`src/xcbc_pkg.sv`:
```
// Shared types, register map and constants for the XTEA CBC block engine.
// Depends on nothing; used by xtea_cbc_block_engine and the testbench.
`timescale 1ns / 1ps

package xcbc_pkg;

    localparam int unsigned XCBC_ADDR_W = 5;

    localparam logic [31:0] XCBC_DELTA      = 32'h9E37_79B9;
    localparam logic [6:0]  XCBC_MAX_CYCLES = 7'd64;

    // Register reset values.
    localparam logic [31:0] RST_KEY0   = 32'hF0E1_D2C3;
    localparam logic [31:0] RST_KEY1   = 32'hB4A5_9687;
    localparam logic [31:0] RST_KEY2   = 32'h7869_5A4B;
    localparam logic [31:0] RST_KEY3   = 32'h3C2D_1E0F;
    localparam logic [31:0] RST_IV0    = 32'h1122_3344;
    localparam logic [31:0] RST_IV1    = 32'h5566_7788;
    localparam logic        RST_DIR    = 1'b1;
    localparam logic [6:0]  RST_ROUNDS = 7'd32;

    // Register indexes (byte address divided by four).
    localparam logic [2:0] REG_KEY0   = 3'd0;
    localparam logic [2:0] REG_KEY1   = 3'd1;
    localparam logic [2:0] REG_KEY2   = 3'd2;
    localparam logic [2:0] REG_KEY3   = 3'd3;
    localparam logic [2:0] REG_IV0    = 3'd4;
    localparam logic [2:0] REG_IV1    = 3'd5;
    localparam logic [2:0] REG_DIR    = 3'd6;
    localparam logic [2:0] REG_ROUNDS = 3'd7;

    localparam logic DIR_ENCRYPT = 1'b1;

    typedef struct packed {
        logic [31:0] block_first_word;
        logic [31:0] block_second_word;
        logic        first_block;
    } in_item_t;

    typedef struct packed {
        logic [31:0] out_first_word;
        logic [31:0] out_second_word;
    } out_item_t;

    typedef enum logic {
        ST_IDLE,
        ST_CALC
    } state_t;

    // XTEA mixing function of one word.
    function automatic logic [31:0] xtea_mix(input logic [31:0] v);
        return ((v << 4) ^ (v >> 5)) + v;
    endfunction

endpackage

```
`src/xtea_cbc_block_engine.sv`:
```
// XTEA block cipher in CBC mode with an APB register port and one shared half-round unit.
// Depends on xcbc_pkg for the request/result types, register map and constants.
`timescale 1ns / 1ps

// Usage:
// A request on the s_ channel carries one 64-bit block as two 32-bit words plus a
// first_block flag. When first_block is set, the chaining value is reloaded from the
// IV registers before the block is processed. The direction register selects encrypt
// (output is the cipher of block xor chain and becomes the next chain) or decrypt
// (output is the inverse cipher of the block, xored with the chain, and the block
// becomes the next chain). One result leaves on the m_ channel for every request.
// The cipher runs one half-round per clock through a single shared add/xor unit, then
// loads the result into the output register. A block runs N rounds (the round count,
// capped at 64) of two half-rounds each. s_ready is high only while no block is in the
// unit, so a new request is taken only once the previous block has left the unit. The
// finished result sits in an output register, so the next request is accepted while it
// waits; if the output register still holds an earlier result when a block finishes,
// the unit holds its finished block until the output register frees up.
// Reset (aresetn low at a clock edge) restores every APB register to its default value,
// clears the chaining value to zero and empties the unit and the output register.
// Registers are to be written through APB only while the block is idle; the block
// itself does not enforce this. pready is always high.
module xtea_cbc_block_engine (
    input  logic                                aclk,
    input  logic                                aresetn,
    // APB register port
    input  logic                                psel,
    input  logic                                penable,
    input  logic                                pwrite,
    input  logic [xcbc_pkg::XCBC_ADDR_W-1:0]    paddr,
    input  logic [31:0]                         pwdata,
    output logic [31:0]                         prdata,
    output logic                                pready,
    // Request channel
    input  logic                                s_valid,
    output logic                                s_ready,
    input  xcbc_pkg::in_item_t                  s_data,
    // Result channel
    output logic                                m_valid,
    input  logic                                m_ready,
    output xcbc_pkg::out_item_t                 m_data
);

    // Configuration registers.
    logic [31:0] key_reg [4];
    logic [31:0] iv0_reg;
    logic [31:0] iv1_reg;
    logic        dir_reg;
    logic [6:0]  rounds_reg;

    // Sequencer and datapath registers.
    xcbc_pkg::state_t state_reg, state_next;
    logic [31:0] a_reg, a_next;
    logic [31:0] b_reg, b_next;
    logic [31:0] sum_reg, sum_next;
    logic [7:0]  steps_reg, steps_next;
    logic        phase_reg, phase_next;
    logic [63:0] chain_reg, chain_next;
    logic [63:0] hold_reg, hold_next;
    logic        m_valid_reg, m_valid_next;
    xcbc_pkg::out_item_t m_data_reg, m_data_next;

    logic        wr_en;
    logic [2:0]  reg_idx;
    logic        accept;
    logic        finish;
    logic        out_free;
    logic        busy_step;
    logic [6:0]  cycles_n;
    logic [38:0] dec_sum_prod;
    logic [63:0] chain_sel;

    // Shared half-round unit signals.
    logic        use_b;
    logic [31:0] unit_x;
    logic [31:0] unit_tgt;
    logic [1:0]  key_idx;
    logic [31:0] unit_f;
    logic [31:0] unit_res;

    assign pready  = 1'b1;
    assign reg_idx = paddr[xcbc_pkg::XCBC_ADDR_W-1:2];
    assign wr_en   = psel && penable && pwrite && pready;

    // Register writes.
    always_ff @(posedge aclk) begin
        if (!aresetn) begin
            key_reg[0] <= xcbc_pkg::RST_KEY0;
            key_reg[1] <= xcbc_pkg::RST_KEY1;
            key_reg[2] <= xcbc_pkg::RST_KEY2;
            key_reg[3] <= xcbc_pkg::RST_KEY3;
            iv0_reg    <= xcbc_pkg::RST_IV0;
            iv1_reg    <= xcbc_pkg::RST_IV1;
            dir_reg    <= xcbc_pkg::RST_DIR;
            rounds_reg <= xcbc_pkg::RST_ROUNDS;
        end else if (wr_en) begin
            unique case (reg_idx)
                xcbc_pkg::REG_KEY0:   key_reg[0] <= pwdata;
                xcbc_pkg::REG_KEY1:   key_reg[1] <= pwdata;
                xcbc_pkg::REG_KEY2:   key_reg[2] <= pwdata;
                xcbc_pkg::REG_KEY3:   key_reg[3] <= pwdata;
                xcbc_pkg::REG_IV0:    iv0_reg    <= pwdata;
                xcbc_pkg::REG_IV1:    iv1_reg    <= pwdata;
                xcbc_pkg::REG_DIR:    dir_reg    <= pwdata[0];
                xcbc_pkg::REG_ROUNDS: rounds_reg <= pwdata[6:0];
                default:              rounds_reg <= rounds_reg;
            endcase
        end
    end

    // Register reads.
    always_comb begin
        unique case (reg_idx)
            xcbc_pkg::REG_KEY0:   prdata = key_reg[0];
            xcbc_pkg::REG_KEY1:   prdata = key_reg[1];
            xcbc_pkg::REG_KEY2:   prdata = key_reg[2];
            xcbc_pkg::REG_KEY3:   prdata = key_reg[3];
            xcbc_pkg::REG_IV0:    prdata = iv0_reg;
            xcbc_pkg::REG_IV1:    prdata = iv1_reg;
            xcbc_pkg::REG_DIR:    prdata = {31'd0, dir_reg};
            xcbc_pkg::REG_ROUNDS: prdata = {25'd0, rounds_reg};
            default:              prdata = 32'd0;
        endcase
    end

    // Round counts above the maximum saturate; zero passes the block through the core.
    assign cycles_n     = (rounds_reg > xcbc_pkg::XCBC_MAX_CYCLES) ?
                          xcbc_pkg::XCBC_MAX_CYCLES : rounds_reg;
    assign dec_sum_prod = xcbc_pkg::XCBC_DELTA * cycles_n;
    assign chain_sel    = s_data.first_block ? {iv0_reg, iv1_reg} : chain_reg;

    // Shared half-round unit. Encryption updates the first word on even half-rounds,
    // decryption updates the second word first, so the unit picks its operands by
    // direction and phase.
    assign use_b    = (dir_reg == xcbc_pkg::DIR_ENCRYPT) ? !phase_reg : phase_reg;
    assign unit_x   = use_b ? b_reg : a_reg;
    assign unit_tgt = use_b ? a_reg : b_reg;
    assign key_idx  = use_b ? sum_reg[1:0] : sum_reg[12:11];
    assign unit_f   = xcbc_pkg::xtea_mix(unit_x) ^ (sum_reg + key_reg[key_idx]);
    assign unit_res = (dir_reg == xcbc_pkg::DIR_ENCRYPT) ?
                      (unit_tgt + unit_f) : (unit_tgt - unit_f);

    // Sequencer: next state.
    always_comb begin
        state_next = state_reg;
        unique case (state_reg)
            xcbc_pkg::ST_IDLE: begin
                if (s_valid) begin
                    state_next = xcbc_pkg::ST_CALC;
                end
            end
            xcbc_pkg::ST_CALC: begin
                if (steps_reg == 8'd0 && out_free) begin
                    state_next = xcbc_pkg::ST_IDLE;
                end
            end
            default: state_next = xcbc_pkg::ST_IDLE;
        endcase
    end

    // Sequencer: outputs.
    always_comb begin
        s_ready   = 1'b0;
        busy_step = 1'b0;
        finish    = 1'b0;
        unique case (state_reg)
            xcbc_pkg::ST_IDLE: s_ready = 1'b1;
            xcbc_pkg::ST_CALC: begin
                busy_step = (steps_reg != 8'd0);
                finish    = (steps_reg == 8'd0) && out_free;
            end
            default: s_ready = 1'b0;
        endcase
    end

    assign out_free = !m_valid_reg || m_ready;
    assign accept   = s_valid && s_ready;

    // Datapath next values.
    always_comb begin
        a_next       = a_reg;
        b_next       = b_reg;
        sum_next     = sum_reg;
        steps_next   = steps_reg;
        phase_next   = phase_reg;
        chain_next   = chain_reg;
        hold_next    = hold_reg;
        m_data_next  = m_data_reg;
        m_valid_next = m_valid_reg && !m_ready;

        if (accept) begin
            if (dir_reg == xcbc_pkg::DIR_ENCRYPT) begin
                a_next   = s_data.block_first_word ^ chain_sel[63:32];
                b_next   = s_data.block_second_word ^ chain_sel[31:0];
                sum_next = 32'd0;
            end else begin
                a_next   = s_data.block_first_word;
                b_next   = s_data.block_second_word;
                sum_next = dec_sum_prod[31:0];
            end
            steps_next = {cycles_n, 1'b0};
            phase_next = 1'b0;
            chain_next = chain_sel;
            hold_next  = {s_data.block_first_word, s_data.block_second_word};
        end else if (busy_step) begin
            if (use_b) begin
                a_next = unit_res;
            end else begin
                b_next = unit_res;
            end
            if (!phase_reg) begin
                sum_next = (dir_reg == xcbc_pkg::DIR_ENCRYPT) ?
                           (sum_reg + xcbc_pkg::XCBC_DELTA) :
                           (sum_reg - xcbc_pkg::XCBC_DELTA);
            end
            steps_next = steps_reg - 8'd1;
            phase_next = !phase_reg;
        end else if (finish) begin
            m_valid_next = 1'b1;
            if (dir_reg == xcbc_pkg::DIR_ENCRYPT) begin
                m_data_next.out_first_word  = a_reg;
                m_data_next.out_second_word = b_reg;
                chain_next                  = {a_reg, b_reg};
            end else begin
                m_data_next.out_first_word  = a_reg ^ chain_reg[63:32];
                m_data_next.out_second_word = b_reg ^ chain_reg[31:0];
                chain_next                  = hold_reg;
            end
        end
    end

    // Control registers.
    always_ff @(posedge aclk) begin
        if (!aresetn) begin
            state_reg   <= xcbc_pkg::ST_IDLE;
            steps_reg   <= 8'd0;
            phase_reg   <= 1'b0;
            m_valid_reg <= 1'b0;
            chain_reg   <= 64'd0;
        end else begin
            state_reg   <= state_next;
            steps_reg   <= steps_next;
            phase_reg   <= phase_next;
            m_valid_reg <= m_valid_next;
            chain_reg   <= chain_next;
        end
    end

    // Payload registers.
    always_ff @(posedge aclk) begin
        a_reg      <= a_next;
        b_reg      <= b_next;
        sum_reg    <= sum_next;
        hold_reg   <= hold_next;
        m_data_reg <= m_data_next;
    end

    assign m_valid = m_valid_reg;
    assign m_data  = m_data_reg;

    // The step counter starts even on phase zero, so its low bit tracks the phase.
    a_step_phase : assert property (@(posedge aclk) disable iff (!aresetn)
        state_reg == xcbc_pkg::ST_CALC |-> steps_reg[0] == phase_reg)
        else $error("half-round phase out of step with counter");

    // A block always leaves the unit between full cycles.
    a_idle_phase : assert property (@(posedge aclk) disable iff (!aresetn)
        state_reg == xcbc_pkg::ST_IDLE |-> !phase_reg)
        else $error("unit went idle in the middle of a cycle");

    // The counter never exceeds two half-rounds per maximum cycle count.
    a_steps_max : assert property (@(posedge aclk) disable iff (!aresetn)
        steps_reg <= {xcbc_pkg::XCBC_MAX_CYCLES, 1'b0})
        else $error("step counter above maximum");

    // Finishing a block loads the output register and frees the unit.
    a_finish : assert property (@(posedge aclk) disable iff (!aresetn)
        finish |=> m_valid_reg && state_reg == xcbc_pkg::ST_IDLE)
        else $error("finished block not delivered to output register");

endmodule

```
`config.mk`:
```
export PLATFORM = sky130hd
export DESIGN_NAME = xtea_cbc_block_engine
export DESIGN_NICKNAME = d
export VERILOG_FILES = /design/src/xcbc_pkg.sv /design/src/xtea_cbc_block_engine.sv
export SDC_FILE = /design/constraint.sdc
export NUM_CORES = 1
export LEC_CHECK = 0
export BUFFER_PORTS_ARGS = -buffer_cell sky130_fd_sc_hd__buf_2
export CORE_MARGIN = 1.5
export CORE_UTILIZATION = 40
export DETAILED_ROUTE_END_ITERATION = 7
export PLACE_DENSITY = 0.64
export REMOVE_ABC_BUFFERS = 1
export SLEW_MARGIN = 15
export SYNTH_ARGS = -nofsm -noshare
export SYNTH_HDL_FRONTEND = slang
export SYNTH_SLANG_ARGS = --single-unit
```
`constraint.sdc`:
```
create_clock -name aclk -period 11.5 [get_ports aclk]
set_input_delay 0.575 -clock aclk [delete_from_list [all_inputs] [get_ports aclk]]
set_output_delay 0.575 -clock aclk [all_outputs]
set_load 0.01 [all_outputs]
```
======== After elaboration in Yosys (flattened, before gate mapping) ========
Memory sizes are Yosys's and may differ from the RTL's.
Cells that the tools add are included.
storage, ports and cells
  register bits ........................... 371
  memory bits (writable) .................. 128
  input bits .............................. 109
  output and inout port bits .............. 99
  memories ................................ 1
cells by class
  add/sub/neg operators ................... 7
  $mul .................................... 1
  $lt $le $gt $ge ......................... 1
  equal/unequal tests ..................... 10
  mux-type cells .......................... 58
  bitwise operators ....................... 14
  reductions and logical operators ........ 25
memories
  name     depth  bits a word  rd ports  clocked after memory_dff  write ports  RTL line                     source
  key_reg  4      32           5         0                         4            xtea_cbc_block_engine.sv:45  logic [31:0] key_reg [4];
operator list
  cell                    count
  $mux 32                 20
  $mux 64                 6
  $pmux 32 s8             1
  $xor 32x32->32          5
  $add 32x32->32          3
  $add 32x32->32 const B  1
  $mul 32x7->32 const A   1
  $sub 32x32->32          1
  $sub 32x32->32 const B  1
  $xor 32x27->32          1
  $mux 1                  26
  $mux 8                  2
  $reduce_and 2->1        8
  $eq 3x3->1 const B      4
  $logic_not 8->1         1
  $reduce_bool 8->1       1
  $sub 8x1->8 const B     1
  $gt 7x7->1 const B      1
  $mux 7                  1
  $eq 3x2->1 const B      2
  $reduce_bool 2->1       3
  $logic_and 1x1->1       5
  $ne 2x2->1 const B      2
  $not 1->1               4
  other kinds (10)        15

======== Depth between registers and ports, before layout ========
  word-level depth ........................ 11
  mapped depth ............................ 32
  depth with buffers taken out ............ 29

======== Worst setup path after synthesis ========
Ideal clock, no wire load.
  kind .................................... register to register
  start ................................... reg dir_reg
  end ..................................... reg a_reg[31] (data pin)
  setup time .............................. 0.261 ns
  data arrival time ....................... 8.029 ns
  required time ........................... 11.239 ns
  setup slack ............................. 3.210 ns
  cell stages (with the launch flop) ...... 28
  period minus slack after synthesis ...... 8.290 ns
  path through ............................ dfxtp_1 > buf_2 > xor2_2 > clkbuf_1 > buf_1 > mux2_2 > ha_1 > fa_1 > a21o_1 > a22o_1 > o211a_1 > a31oi_1 > or3b_1 > xnor3_1 > or3b_2 > nor4_2 > a21oi_1 > xor2_1 > ha_1 > a2111o_1 > nor4b_1 > nor2_1 > a2111oi_0 > nor2_1 > xnor3_1 > and2_0 > mux2_4 > a311o_1
on the way
  longest elaborated chain between the ends .. 10
  elaborated cells between the ends (all ways) .. 16
RTL lines
  item                                                     RTL line                                                    source
  from (decl)                                              xtea_cbc_block_engine.sv:48                                 logic dir_reg;
  from (signal assigned)                                   xtea_cbc_block_engine.sv:94                                 dir_reg <= xcbc_pkg::RST_DIR;
  from (signal assigned)                                   xtea_cbc_block_engine.sv:104                                xcbc_pkg::REG_DIR: dir_reg <= pwdata[0];
  $mux 1                                                   xtea_cbc_block_engine.sv:135                                assign use_b = (dir_reg == xcbc_pkg::DIR_ENCRYPT) ? !phase_reg : phase_reg;
  $mux 2 / $mux 32 (equally long branches)                 xtea_cbc_block_engine.sv:138, xtea_cbc_block_engine.sv:136
  $mem_v2 4x32 / $xor 32x27->32 (equally long branches)    --
  $add 32x32->32, on equally long branches                 xtea_cbc_block_engine.sv:139, xcbc_pkg.sv:52
  $xor 32x32->32                                           xtea_cbc_block_engine.sv:139                                assign unit_f = xcbc_pkg::xtea_mix(unit_x) ^ (sum_reg + key_reg[key_idx]);
  $sub 32x32->32 / $add 32x32->32 (equally long branches)  xtea_cbc_block_engine.sv:141                                (unit_tgt + unit_f) : (unit_tgt - unit_f);
  $mux 32                                                  xtea_cbc_block_engine.sv:140                                assign unit_res = (dir_reg == xcbc_pkg::DIR_ENCRYPT) ?
  $mux 32                                                  xtea_cbc_block_engine.sv:206                                if (use_b) begin
  $mux 32                                                  xtea_cbc_block_engine.sv:205                                end else if (busy_step) begin
  $mux 32 (*)                                              xtea_cbc_block_engine.sv:191                                if (accept) begin
  net a_next[31]                                           xtea_cbc_block_engine.sv:53                                 logic [31:0] a_reg, a_next;
  to (signal assigned)                                     xtea_cbc_block_engine.sv:251                                a_reg <= a_next;
  to (decl)                                                xtea_cbc_block_engine.sv:53
Mark *: on every way through the listed nets, which the timed path passes. The rest lies on a longest branch. The select of a mux whose other input is x is not followed.
A chain may end at the register's enable or synchronous reset.

======== Final worst setup path ========
  start ................................... reg phase_reg
  end ..................................... reg a_reg[31] (data pin)
on the way
  longest elaborated chain between the ends .. 11
  elaborated cells between the ends (all ways) .. 16
RTL lines
  item                                                     RTL line                                                    source
  from (decl)                                              xtea_cbc_block_engine.sv:57                                 logic phase_reg, phase_next;
  from (signal assigned)                                   xtea_cbc_block_engine.sv:243                                phase_reg <= phase_next;
  $logic_not 1->1                                          xtea_cbc_block_engine.sv:135
  $mux 1 (*)                                               xtea_cbc_block_engine.sv:135
  $mux 2 / $mux 32 (equally long branches)                 xtea_cbc_block_engine.sv:138, xtea_cbc_block_engine.sv:136
  $mem_v2 4x32 / $xor 32x27->32 (equally long branches)    --
  $add 32x32->32, on equally long branches                 xtea_cbc_block_engine.sv:139, xcbc_pkg.sv:52
  $xor 32x32->32                                           xtea_cbc_block_engine.sv:139
  $sub 32x32->32 / $add 32x32->32 (equally long branches)  xtea_cbc_block_engine.sv:141
  $mux 32 (*)                                              xtea_cbc_block_engine.sv:140
  $mux 32 (*)                                              xtea_cbc_block_engine.sv:206
  $mux 32 (*)                                              xtea_cbc_block_engine.sv:205
  $mux 32 (*)                                              xtea_cbc_block_engine.sv:191
  net a_next[31]                                           xtea_cbc_block_engine.sv:53
Marked as above.

==> run summary <==
The largest buffer count on any clock path is 3. Clock tree synthesis selected as its root buffer the cell clkbuf_16. The worst-path maximum fanout is 54. The library cell used most frequently in the layout, excluding fill and tap cells, is nand2_1.

The part of the cycle the worst path needs came out at 83.9%. The number of antenna violations at the first check in global routing came to 14. The total routing usage reported by global routing came out at 24.7%. After synthesis, the share of flip-flops with an asynchronous set or reset is 0%.

The setup-violating endpoint count in the final report is 0. The total via count after detailed routing came out at 27872. Data on the critical path arrives at its endpoint at 10.02 ns. For this configuration, the core starts out at a cell density of 40.5%. The finished layout holds 4837 standard cells, fillers aside. The TritonCTS clock tree is done.

The most used flip-flop cell after synthesis is edfxtp_1. The number of instances in the synthesized netlist is 3510. The clock transition at the registers of the reported paths is 0.06 ns. Setup repair after global routing left no endpoint under its margin.

The portion of the post-synthesis area used by sequential elements came out at 39.2%. The distinct cell type count of the synthesized netlist came out at 82. Before CTS, the worst setup slack after placement is 2.12 ns. The insertion delay to the later sink of the worst-skew pair is 0.63 ns.

The number of flip-flops under the largest register name came out at 128. The highest attainable clock frequency is 104 MHz. The number of max-cap violations is 0. The number of design rule violations left after detail routing is 0. Pin placement for this block handled 208 I/O pins. After global routing the overflow that remains totals 0. For this run, the number of Yosys warnings is 0. Hold repair after CTS inserted 0 buffers. The count of buffers added by post-CTS timing repair for setup is 0.

The remaining antenna violation count is 0. Global routing consumed, on the met3 layer, 4.24% of the routing resources. The die extent in x is 297 um. The worst hold path belongs to the class input port to register. The worst hold slack came out at 0.148 ns. Yosys mapped a number of flops with a built-in enable equal to 352.

The family with the most delay on the worst path is compound AO/OA/AOI/OAI gates. The buffer and inverter count on the worst path is 2. In this run, placement finished with an instance count of 4731. The largest individual stage delay along the critical path comes from the cell mux2i_1.

The wire length of the first global-routing pass is 168000 um. The number of clock sinks came out at 499. The synthesized area divided by synthesized cell count came out at 9.83 sq um. In this run, the number of DRC markers left after iteration 0 of detailed routing was 2553. The number of detailed-route iterations in the first pass came out at 5. The met2 routing resource usage after global routing is 39.9%. The number of max-slew violations in the final report came out at 0. The number of storage elements in the synthesis netlist is 499.

The largest net degree at the start of global routing came out at 76. The final number of hold-violating endpoints is 0. The via count of the first global-routing pass is 26873. STA classifies the critical path endpoint as a register. The area of the core region is 0.0853 sq mm. The half-perimeter wire length of the detailed placement result is 79300 um. In this design, the stage delay of the slowest critical-path cell is 0.72 ns.

STA classifies the critical path startpoint as a register. The critical path in this run is classified as register to register. The max-slew headroom at the worst pin came out at 17.4%. The final weighted congestion of routability-driven global placement is 0.984. The H-tree level count is 2. For the pin with the worst max-slew slack, the measured transition is 1.23 ns. The die covers 0.0880 sq mm. The global-route met1 utilization came out at 33.7%. The overall routed net length came out at 112000 um. The time the final worst path needs with I/O delays and setup came out at 9.65 ns.

The number of input and output port buffers inserted came out at 204. The number of core rows came out at 107. After detailed routing, the average wire length per cell comes to 23.1 um. The die extent in y came out at 297 um.

In this run the most used layer during global routing was met2. The mapped cell area came out at 0.0345 sq mm. In the layout the commonest cells are nand2_1, edfxtp_1, a21oi_1, nor2_1, buf_2. The setup clock skew after layout came out at 0.0186 ns. The proportion of layout cells with a drive suffix above 1 came out at 14.9%. The number of instances resized during post-cts repair came out at 0. The net count of the finished layout is 3998. The flow ran to the end, and the final reports show no timing, DRC or antenna violations.

The total CTS buffers came out at 55. At the worst endpoint, the required time is 11.87 ns. The synthesis-to-layout area growth is 12.0%. The worst setup margin is 1.85 ns. The mean number of vias per cell is 5.76.
cell usage after synthesis, types with 31 or more instances:
| cell type | instances | area share [%] |
|---|---|---|
| edfxtp_1 | 352 | 31 |
| nand2b_1 | 55 | 1.0 |
| and2_1 | 77 | 1.4 |
| xor2_1 | 131 | 3.3 |
| ha_1 | 197 | 7.1 |
| mux4_2 | 34 | 2.2 |
| or3_1 | 46 | 0.83 |
| clkbuf_1 | 156 | 1.7 |
| xnor2_1 | 190 | 4.8 |
| o22ai_1 | 42 | 0.76 |
| mux2_2 | 123 | 4.0 |
| fa_1 | 48 | 2.8 |
| a21oi_1 | 236 | 3.4 |
| nor2_1 | 232 | 2.5 |
| mux2i_1 | 127 | 3.7 |
| inv_1 | 150 | 1.6 |
| o21ai_0 | 158 | 2.3 |
| nand2_1 | 395 | 4.3 |
| a21o_1 | 75 | 1.6 |
| nor3_1 | 31 | 0.45 |
| a211oi_1 | 70 | 1.5 |
| o21a_1 | 37 | 0.80 |
| dfxtp_1 | 147 | 8.5 |
| nand3_1 | 68 | 0.99 |
metrics by stage:
stage / cell area (sq um) / setup TNS, ns / util (%)
6_report: 38600 / 0 / 45.3
3_5_place_dp: 36800 / 0 / 43.2
4_1_cts: 38600 / 0 / 45.3
5_1_grt: 38600 / 0 / 45.3
2_1_floorplan: 33800 / -283.10 / -
3_3_place_gp: 36800 / 0 / 43.2
per-layer routing:
layer / share of wire [%] / vias to the layer above
met1: 43 / 13569
li1: - / 12967
met5: 0.037 / -
met4: 2.9 / 6
met2: 46 / 1151
met3: 8.1 / 179
worst register-to-register path, stage by stage (launching register included):
cell	delay (ns)
dfxtp_1	0.52
xor2_4	0.29
buf_4	0.33
buf_4	0.68
mux2i_1	0.80
xnor2_1	0.20
ha_1	0.40
and3_1	0.19
a22o_1	0.26
o211a_1	0.29
a31oi_1	0.50
or3b_1	0.41
xnor3_1	0.23
or3b_2	0.49
nor4_2	0.37
a21oi_1	0.16
xor2_1	0.22
ha_1	0.25
a2111o_1	0.46
nor4b_1	0.35
nor2_1	0.23
a2111oi_0	0.43
nor2_1	0.12
xnor3_1	0.45
and2_0	0.20
mux2_4	0.27
a311o_1	0.31
logic make-up (layout without fill, tap and decap cells):
group | count (synthesis) | after routing | share of synthesized area (%)
compound gates | 810 | 810 | 14.9
xor+xnor | 332 | 332 | 8.83
fa+ha+maj | 245 | 245 | 9.93
buf+inv | 329 | 507 | 3.61
flops | 499 | 499 | 39.2
mux | 285 | 285 | 9.96
other cells | 2 | 7 | 0.0218
simple gates | 1008 | 1008 | 13.5
final timing paths:
kind	startpoint	end	slack, ns	cells past startpoint
max	phase_reg	a_reg[31]	1.85	26
min	s_data[54]	hold_reg[53]	0.15	1
max reg2reg	phase_reg	a_reg[31]	1.85	26
min reg2reg	iv1_reg[19]	iv1_reg[19]	0.47	2
cell type report:
cell class	count	area [sq um]
flip-flops and latches	499	13500
diodes	4	10.0
clock buffers	88	1700
multi-input cells	2683	19900
fillers	8150	46600
repair buffers	253	1400
well taps	1144	1430
inverters	152	579
clock inverters	14	93.8
Power is not shown: default switching activity piles up to over one toggle a cycle in this logic, so the estimate is an artifact.
